$ cat config.mk
export PLATFORM = sky130hd
export DESIGN_NAME = i2c_master_register_transfer_unit
export DESIGN_NICKNAME = d
export VERILOG_FILES = /design/src/rtl/i2cm_pkg.sv /design/src/rtl/i2cm_core.sv /design/src/rtl/i2c_master_register_transfer_unit.sv
export SDC_FILE = /design/constraint.sdc
export NUM_CORES = 1
export LEC_CHECK = 0
export ABC_AREA = 0
export BUFFER_PORTS_ARGS = -buffer_cell sky130_fd_sc_hd__buf_2
export CAP_MARGIN = 30
export CORE_ASPECT_RATIO = 1.25
export CORE_MARGIN = 4
export CORE_UTILIZATION = 59
export CTS_CLUSTER_SIZE = 25
export DETAILED_ROUTE_END_ITERATION = 16
export PLACE_DENSITY = 0.88
export SYNTH_ARGS = -nofsm -noshare
export SYNTH_HDL_FRONTEND = slang
export SYNTH_SLANG_ARGS = --single-unit
$ cat constraint.sdc
create_clock -name clock -period 5.5 [get_ports clock]
set_input_delay 0.55 -clock clock [delete_from_list [all_inputs] [get_ports clock]]
set_output_delay 0.55 -clock clock [all_outputs]
set_load 0.005 [all_outputs]
$ cat src/rtl/i2cm_pkg.sv
// ----------------------------------------------------------------------------
// I2C master register transfer unit: package
// Types, bus status codes and packed transaction layouts.
// ----------------------------------------------------------------------------
package i2cm_pkg;

   localparam int unsigned REQ_DATA_W = 48;
   localparam int unsigned REQ_USER_W = 2;
   localparam int unsigned RSP_DATA_W = 32;

   typedef enum logic [1:0] {
      OP_START_WRITE = 2'd0,
      OP_START_READ  = 2'd1,
      OP_EVENT       = 2'd2
   } op_type;

   typedef enum logic [1:0] {
      OUTC_BUSY      = 2'd0,
      OUTC_NACK      = 2'd1,
      OUTC_BUS_ERROR = 2'd2,
      OUTC_DONE      = 2'd3
   } outcome_type;

   typedef enum logic [1:0] {
      ACK_KEEP = 2'd0,
      ACK_ACK  = 2'd1,
      ACK_NACK = 2'd2
   } ack_type;

   // Byte-level bus controller status codes.
   localparam logic [7:0] SC_BUS_ERROR    = 8'h00;
   localparam logic [7:0] SC_START        = 8'h08;
   localparam logic [7:0] SC_RESTART      = 8'h10;
   localparam logic [7:0] SC_SLA_W_ACK    = 8'h18;
   localparam logic [7:0] SC_SLA_W_NACK   = 8'h20;
   localparam logic [7:0] SC_DATA_TX_ACK  = 8'h28;
   localparam logic [7:0] SC_DATA_TX_NACK = 8'h30;
   localparam logic [7:0] SC_ARB_LOST     = 8'h38;
   localparam logic [7:0] SC_SLA_R_ACK    = 8'h40;
   localparam logic [7:0] SC_SLA_R_NACK   = 8'h48;
   localparam logic [7:0] SC_DATA_RX_ACK  = 8'h50;
   localparam logic [7:0] SC_DATA_RX_NACK = 8'h58;

   localparam logic [7:0] READ_ADDR_MASK  = 8'hfe;
   localparam logic [7:0] WRITE_ADDR_MASK = 8'hff;

   // Input transaction payload, last field in the lowest bits.
   typedef struct packed {
      logic [7:0] tx_data;
      logic [7:0] rx_data;
      logic [7:0] status_code;
      logic [7:0] byte_count;
      logic [7:0] start_register;
      logic [7:0] dev_address;
   } req_type;

   // Result transaction payload, last field in the lowest bits.
   typedef struct packed {
      logic [4:0] pad;
      logic [1:0] outcome;
      logic [7:0] buffer_pos;
      logic       rx_store;
      logic       event_clear;
      logic [1:0] ack_action;
      logic       stop_clear;
      logic       stop_set;
      logic       start_clear;
      logic       start_set;
      logic [7:0] send_byte;
      logic       send_valid;
   } rsp_type;

endpackage

$ cat src/rtl/i2cm_core.sv
// ----------------------------------------------------------------------------
// I2C master register transfer unit: sequencer core
// Holds the transfer state and decodes one command or bus status event into
// controller actions, updating the state when the step is taken.
// ----------------------------------------------------------------------------
module i2cm_core (
   input  logic             clock,
   input  logic             reset,
   input  logic             step,
   input  i2cm_pkg::op_type op,
   input  i2cm_pkg::req_type item,
   output i2cm_pkg::rsp_type result
);
   import i2cm_pkg::*;

   logic [7:0]  target_address_ff, target_address_in;
   logic [7:0]  register_index_ff, register_index_in;
   logic [7:0]  remaining_ff, remaining_in;
   logic        reading_ff, reading_in;
   logic [7:0]  position_ff, position_in;
   outcome_type status_ff, status_in;

   always_comb begin
      target_address_in = target_address_ff;
      register_index_in = register_index_ff;
      remaining_in      = remaining_ff;
      reading_in        = reading_ff;
      position_in       = position_ff;
      status_in         = status_ff;
      result            = '0;
      result.buffer_pos = position_ff;

      unique case (op)
         OP_START_WRITE, OP_START_READ: begin
            reading_in        = (op == OP_START_READ);
            target_address_in = item.dev_address &
               ((op == OP_START_READ) ? READ_ADDR_MASK : WRITE_ADDR_MASK);
            register_index_in = item.start_register;
            remaining_in      = item.byte_count;
            position_in       = '0;
            status_in         = OUTC_BUSY;
            result.start_set  = 1'b1;
            result.buffer_pos = '0;
         end
         OP_EVENT: begin
            unique case (item.status_code) inside
               SC_START, SC_RESTART: begin
                  result.send_valid  = 1'b1;
                  result.send_byte   = target_address_ff;
                  result.start_clear = 1'b1;
                  result.event_clear = 1'b1;
               end
               SC_SLA_W_ACK: begin
                  result.send_valid  = 1'b1;
                  result.send_byte   = register_index_ff;
                  result.start_clear = 1'b1;
                  result.event_clear = 1'b1;
               end
               SC_SLA_W_NACK, SC_DATA_TX_NACK, SC_SLA_R_NACK: begin
                  result.stop_set    = 1'b1;
                  result.start_clear = 1'b1;
                  result.event_clear = 1'b1;
                  status_in          = OUTC_NACK;
               end
               SC_DATA_TX_ACK: begin
                  if (reading_ff) begin
                     // Register index is out: turn round with a repeated start.
                     target_address_in  = target_address_ff | 8'h01;
                     result.start_set   = 1'b1;
                     result.event_clear = 1'b1;
                  end else if (remaining_ff != '0) begin
                     result.send_valid  = 1'b1;
                     result.send_byte   = item.tx_data;
                     position_in        = position_ff + 8'd1;
                     remaining_in       = remaining_ff - 8'd1;
                     result.start_clear = 1'b1;
                     result.event_clear = 1'b1;
                  end else begin
                     result.stop_set    = 1'b1;
                     result.start_clear = 1'b1;
                     result.event_clear = 1'b1;
                     status_in          = OUTC_DONE;
                  end
               end
               SC_ARB_LOST: begin
                  result.start_set   = 1'b1;
                  result.stop_clear  = 1'b1;
                  result.event_clear = 1'b1;
               end
               SC_SLA_R_ACK: begin
                  remaining_in       = remaining_ff - 8'd1;
                  result.ack_action  = (remaining_in != '0) ? ACK_ACK : ACK_NACK;
                  result.start_clear = 1'b1;
                  result.event_clear = 1'b1;
               end
               SC_DATA_RX_ACK: begin
                  remaining_in       = remaining_ff - 8'd1;
                  result.ack_action  = (remaining_in != '0) ? ACK_ACK : ACK_NACK;
                  result.rx_store    = 1'b1;
                  position_in        = position_ff + 8'd1;
                  result.start_clear = 1'b1;
                  result.event_clear = 1'b1;
               end
               SC_DATA_RX_NACK: begin
                  result.rx_store    = 1'b1;
                  position_in        = position_ff + 8'd1;
                  result.stop_set    = 1'b1;
                  result.start_clear = 1'b1;
                  result.event_clear = 1'b1;
                  status_in          = OUTC_DONE;
               end
               SC_BUS_ERROR: begin
                  result.stop_set    = 1'b1;
                  result.start_clear = 1'b1;
                  result.event_clear = 1'b1;
                  status_in          = OUTC_BUS_ERROR;
               end
               default: begin
               end
            endcase
         end
         default: begin
         end
      endcase

      result.outcome = status_in;
   end

   always_ff @(posedge clock) begin
      if (reset) begin
         target_address_ff <= '0;
         register_index_ff <= '0;
         remaining_ff      <= '0;
         reading_ff        <= 1'b0;
         position_ff       <= '0;
         status_ff         <= OUTC_BUSY;
      end else if (step) begin
         target_address_ff <= target_address_in;
         register_index_ff <= register_index_in;
         remaining_ff      <= remaining_in;
         reading_ff        <= reading_in;
         position_ff       <= position_in;
         status_ff         <= status_in;
      end
   end

endmodule

$ cat src/rtl/i2c_master_register_transfer_unit.sv
// Path: an accepted transaction is held in the input register, then its result
// in the result register; a stall on the result side holds both.
// Throughput: one transaction per cycle when not stalled; the sequencer decode
// sits between the two registers and updates the transfer state in the same cycle.
// Reset: synchronous, active high; clears both valid flags and the transfer
// state (outcome busy, position and count zero).
// ----------------------------------------------------------------------------
// I2C master register transfer unit
// Stream wrapper around the status-code sequencer with registered input and
// output stages and back-pressure from the result side.
// ----------------------------------------------------------------------------
module i2c_master_register_transfer_unit (
   input  logic                               clock,
   input  logic                               reset,
   input  logic                               req_tvalid,
   output logic                               req_tready,
   // dev_address, start_register, byte_count, status_code, rx_data, tx_data
   input  logic [i2cm_pkg::REQ_DATA_W-1:0]    req_tdata,
   // op
   input  logic [i2cm_pkg::REQ_USER_W-1:0]    req_tuser,
   output logic                               rsp_tvalid,
   input  logic                               rsp_tready,
   // send_valid, send_byte, start_set, start_clear, stop_set, stop_clear,
   // ack_action, event_clear, rx_store, buffer_pos, outcome, zero fill
   output logic [i2cm_pkg::RSP_DATA_W-1:0]    rsp_tdata
);
   import i2cm_pkg::*;

   logic    in_valid_ff, in_valid_in;
   req_type in_item_ff;
   op_type  in_op_ff;
   logic    rsp_valid_ff, rsp_valid_in;
   rsp_type rsp_data_ff;
   rsp_type step_result;
   logic    out_advance;
   logic    step;

   assign out_advance = !rsp_valid_ff || rsp_tready;
   assign step        = in_valid_ff && out_advance;
   assign req_tready  = !in_valid_ff || out_advance;

   assign in_valid_in  = req_tready ? req_tvalid : in_valid_ff;
   assign rsp_valid_in = out_advance ? in_valid_ff : rsp_valid_ff;

   i2cm_core u_core (
      .clock  (clock),
      .reset  (reset),
      .step   (step),
      .op     (in_op_ff),
      .item   (in_item_ff),
      .result (step_result)
   );

   always_ff @(posedge clock) begin
      if (reset) begin
         in_valid_ff  <= 1'b0;
         rsp_valid_ff <= 1'b0;
      end else begin
         in_valid_ff  <= in_valid_in;
         rsp_valid_ff <= rsp_valid_in;
      end
   end

   always_ff @(posedge clock) begin
      if (req_tvalid && req_tready) begin
         in_item_ff <= req_type'(req_tdata);
         in_op_ff   <= op_type'(req_tuser);
      end
      if (step) begin
         rsp_data_ff <= step_result;
      end
   end

   assign rsp_tvalid = rsp_valid_ff;
   assign rsp_tdata  = rsp_data_ff;

endmodule

# Word-level counts from Yosys, hierarchy flattened
# Index checks and enable logic that the tools add are counted.
# classes
reduce_logical	25
mul	0
n_lt_le_gt_ge	0
div	0
n_mux	30
n_shift	0
bitwise	2
addsub	2
n_eq_ne	19
# op_table
operator	n
case mux 8 bit (2 select lines)	5
== test 8 x 6 -> 1 bit (second input constant)	4
== test 8 x 7 -> 1 bit (second input constant)	4
two-way mux 8 bit	4
case mux 9 bit (3 select lines)	1
two-way mux 9 bit	2
== test 8 x 5 -> 1 bit (second input constant)	2
nonzero test 8 bit	2
OR reduction 12 bit	1
AND reduction 5 bit	2
OR reduction 10 bit	1
adder 8 x 1 -> 8 bit (second input constant)	1
bitwise AND 8 bit	1
== test 8 x 4 -> 1 bit (second input constant)	1
zero test 8 bit	1
two-way mux 1 bit	8
two-way mux 2 bit	4
case mux 1 bit (2 select lines)	4
case mux 2 bit (4 select lines)	1
OR reduction 2 bit	4
subtractor 8 x 1 -> 8 bit (second input constant)	1
!= test 3 x 2 -> 1 bit (second input constant)	2
!= test 3 bit (second input constant)	2
OR reduction 5 bit	1
14 further kinds	19
# totals
n_memories	0
latch_bits	0
mem_bits_rw	0
reg_bits	106
input_bits	54
wordCells	104
mem_bits_ro	0

# Logic depth before layout (Yosys ltp)
# logic_depth
depth_word	5
mapped_depth	9
ltp_nobuf	8

# Modules after synthesis
# A second synthesis with hierarchy kept.
# hier_totals
hier_cells	423
hier_area_um2	4943.5
# modules_own_cells
mod	n_inst	area_each_um2	cells_each
i2c_master_register_transfer_unit	1	2566.2	92
i2cm_core	1	2377.3	331

# Worst setup path after synthesis
# No wires, ideal clock.
# synth_path
path_type	in2reg
from	in rsp_tready
to	reg in_item_ff[0] (netlist bit) (enable)
cell_stages	3
path_slack_ns	3.377
n_path_buf	0
setup_time_ns	0.403
arrival_ns	1.720
path_cell_list	nor2b_1 > nand2_1 > and2_1
# synth_via
elab_chain_len	3
# synth_rtl
element	line_no	source
start, declared	i2c_master_register_transfer_unit.sv:22	input logic rsp_tready,
logical OR 1 bit	i2c_master_register_transfer_unit.sv:38	assign out_advance = !rsp_valid_ff || rsp_tready;
logical OR 1 bit	i2c_master_register_transfer_unit.sv:40	assign req_tready = !in_valid_ff || out_advance;
net req_tready	i2c_master_register_transfer_unit.sv:16	output logic req_tready,
logical AND 1 bit	i2c_master_register_transfer_unit.sv:65	if (req_tvalid && req_tready) begin
end signal, assigned	i2c_master_register_transfer_unit.sv:66	in_item_ff <= req_type'(req_tdata);
end, declared	i2c_master_register_transfer_unit.sv:30	req_type in_item_ff;
# The timed path passes the listed nets, and every way through them passes these cells.
# A chain may end at the register's enable or synchronous reset.

# Final worst setup path
# layout_path
from	reg in_op_ff[1]
to	reg u_core.position_ff[5]
# layout_via
elab_chain_len	4
# layout_rtl
element	line_no	source
start, declared	i2c_master_register_transfer_unit.sv:31	op_type in_op_ff;
start signal, assigned	i2c_master_register_transfer_unit.sv:67	in_op_ff <= op_type'(req_tuser);
== test 2 x 1 -> 1 bit / zero test 2 bit (equally long branches)	i2cm_core.sv:33	unique case (op)
OR reduction 2 bit	i2cm_core.sv:33	
nonzero test 2 bit (no line)	--	
AND reduction 5 bit (no line)	--	
end signal, assigned	i2cm_core.sv:142	position_ff <= position_in;
end, declared	i2cm_core.sv:20	logic [7:0] position_ff, position_in;
# Several ways; a longest one is shown, not always the timed one.

==> flow_metrics.env <==
export IMPL_vdd_drop_max_mv=0.242
export IMPL_synth_area_leaders="edfxtp_1 (46%), dfxtp_1 (17%), a21oi_1 (5.7%)"
export IMPL_finalHoldViolCount=0
export IMPL_fin_tns_setup_ps=0
export IMPL_start_util_pct=60.8
export IMPL_dieArea_sq_um=9050
export IMPL_final_cell_mix="buf_2 (74), edfxtp_1 (69), nand2_1 (66), a21oi_1 (51), dfxtp_1 (37)"
export IMPL_worstMarginPinSlew_ps=973
export IMPL_finalCritPeriodShare_pct=52.2
export IMPL_synth_area_leader_cell="edfxtp_1"
export IMPL_slew_headroom_pct=35.0
export IMPL_gr_usage_all_layers_pct=19.7
export IMPL_clk_latency_ps=380
export IMPL_synth_cell_types=59
export IMPL_path_buf_inv=0
export IMPL_cts_htree_levels=3
export IMPL_dr_pass1_iters=5
export IMPL_coreArea_sq_um=7360
export IMPL_cts_root_buffer="clkbuf_8"
export IMPL_placed_cells=550
export IMPL_critPathTopFamily="simple AND/OR/NAND/NOR gates"
export IMPL_cp_cell_sequence="nor2b_1 -> nand2_1 -> or3_1 -> nand2_2 -> or4_1 -> nand2_1"
export IMPL_worst_setup_path_end_kind="flip-flop"
export IMPL_ys_flop_type="edfxtp_1"
export IMPL_cpPeakStageDelay_ps=820
export IMPL_cts_hold_buf=0
export IMPL_port_buffers=74
export IMPL_async_reset_ff_share_pct=0
export IMPL_seq_area_frac_synth_pct=62.9
export IMPL_grt_pass1_wl_um=14000
export IMPL_fin_nets=528
export IMPL_synth_cells=404
export IMPL_clk_pin_slew_ps=110
export IMPL_drv_cap=0
export IMPL_total_leakage_power_nw=1.82
export IMPL_area_delta_synth_final_pct=13.9
export IMPL_post_route_drc_count=0
export IMPL_cpMaxStageDelayCell="nor2b_1"
export IMPL_finalNonFillerCells=567
export IMPL_die_width_um=85.9
export IMPL_cts_tree="done"
export IMPL_rsz0062_at_grt="no"
export IMPL_power_mw=1.53
export IMPL_drive_above_1_share_pct=22.5
export IMPL_wl_um=8750
export IMPL_synth_top_area_share_pct=46.3
export IMPL_crit_type="flip-flop to flip-flop"
export IMPL_fin_skew_ps=13.1
export IMPL_numCtsBuffers=9
export IMPL_yosys_warnings=0
export IMPL_postCtsSetupRepairBufs=0
export IMPL_synth_area_per_cell_sq_um=11.1
export IMPL_crit_path_frequent_cell="nand2_1"
export IMPL_status="finished, final reports clean"
export IMPL_synth_edff_count=69
export IMPL_finalSetupViolCount=0
export IMPL_gp_congestion=0.848
export IMPL_cp_data_arrival_time_ps=3140
export IMPL_rows=35
export IMPL_post_drt_wl_per_cell_um=15.4
export IMPL_viasPerCell=5.81
export IMPL_fillers=537
export IMPL_startpoint_type="flip-flop"
export IMPL_grt_pass1_vias=3005
export IMPL_drtAntennaViolNets=0
export IMPL_fp_dieH_um=105
export IMPL_worstPathRequired_ps=5770
export IMPL_min_path_type="primary input to flip-flop"
export IMPL_antenna_found_initial=0
export IMPL_fin_crit_ps=2870
export IMPL_fmax_ghz=0.348
export IMPL_power_density_nw_per_um2=300
export IMPL_grt_max_degree=43
export IMPL_n_antenna_cell=0
export IMPL_final_common_cell="buf_2"
export IMPL_overflow=0
export IMPL_hpwl_um=6050
export IMPL_cts_sinks=106
export IMPL_drt_iter0_drc=236
export IMPL_synth_area_sq_um=4470
export IMPL_dr_total_vias=3292
export IMPL_slew_viol_final=0
export IMPL_cts_resized=0
export IMPL_clockBufferDepth=2
export IMPL_path_max_fanout=16
export IMPL_ys_ff_latch=106
export IMPL_io_pins=88
[cell type report]
| type | count | area (sq um) | share of cell area (%) |
|---|---|---|---|
| inverter | 9 | 33.8 | 0.663 |
| multi-input combinational | 267 | 1510 | 29.6 |
| tap | 92 | 115 | 2.26 |
| sequential | 106 | 2810 | 55.2 |
| timing repair buffer | 77 | 405 | 7.96 |
| clock buffer | 9 | 124 | 2.43 |
| clock inverter | 7 | 93.8 | 1.84 |
[logic make-up (layout without fill, tap and decap cells)]
logic type	after synthesis	after routing	share of synthesized area (%)
and+or+nand+nor	153	153	17.3
DFF	106	106	62.9
AOI/OAI and AO/OA	102	102	14.3
buffers and inverters	35	102	3.69
adders and majority gates	4	4	1.12
xor gates and xnor gates	3	3	0.588
other	1	5	0.0839
[per-layer routing]
metal	global-route usage [%]	vias up	wire, um
met3	5.00	21	699
met5	0	-	0
li1	-	1592	-
met1	24.6	1525	3370
met2	32.2	154	4450
met4	8.60	0	231
[flip-flops by register name, indices dropped and copies added (netlist names)]
register,cells
in_valid_ff,1
in_item_ff,40
rsp_tdata,27
u_core.reading_ff,1
u_core.target_address_ff,8
rsp_tvalid,1
in_op_ff,2
u_core.status_ff,2
u_core.position_ff,8
u_core.remaining_ff,8
u_core.register_index_ff,8
[Yosys cell counts (4+ instances only)]
cell,number
or3_1,5
inv_1,9
edfxtp_1,69
nand2_1,66
nand2b_1,5
and2_1,9
a21oi_1,51
buf_4,6
o21ai_0,15
ha_1,4
nor2_1,22
nor3_1,9
nand3_1,10
dfxtp_1,37
clkbuf_1,15
a22oi_1,7
[power breakdown]
part / switching (mW) / internal (mW)
combinational: 0.0720 / 0.0479
clock: 0.281 / 0.223
sequential: 0.0226 / 0.883
[path summary, 6_finish.rpt]
kind,startpoint,endpoint,slack (ps),depth (start not counted)
worst max-delay path,in_op_ff[1]$_DFFE_PP_,u_core.position_ff[5]$_SDFFE_PP0P_,2630,6
worst min-delay path,req_tdata[43],in_item_ff[43]$_DFFE_PP_,340,1
worst max register to register,in_op_ff[1]$_DFFE_PP_,u_core.position_ff[5]$_SDFFE_PP0P_,2630,6
worst min register to register,u_core.register_index_ff[5]$_SDFFE_PP0P_,u_core.register_index_ff[5]$_SDFFE_PP0P_,460,2
[per-stage QoR]
step	area, sq um	util [%]	setup slack [ps]	hold WS (ps)
after detailed placement	4860	66.0	2730	449
final	5090	69.3	2630	341
after floorplan	4490	-	3380	436
after global routing	5090	69.3	2440	317
after CTS	5070	69.0	2660	335
after global placement	4840	65.8	2620	442
(Power assumes the default switching activity.)
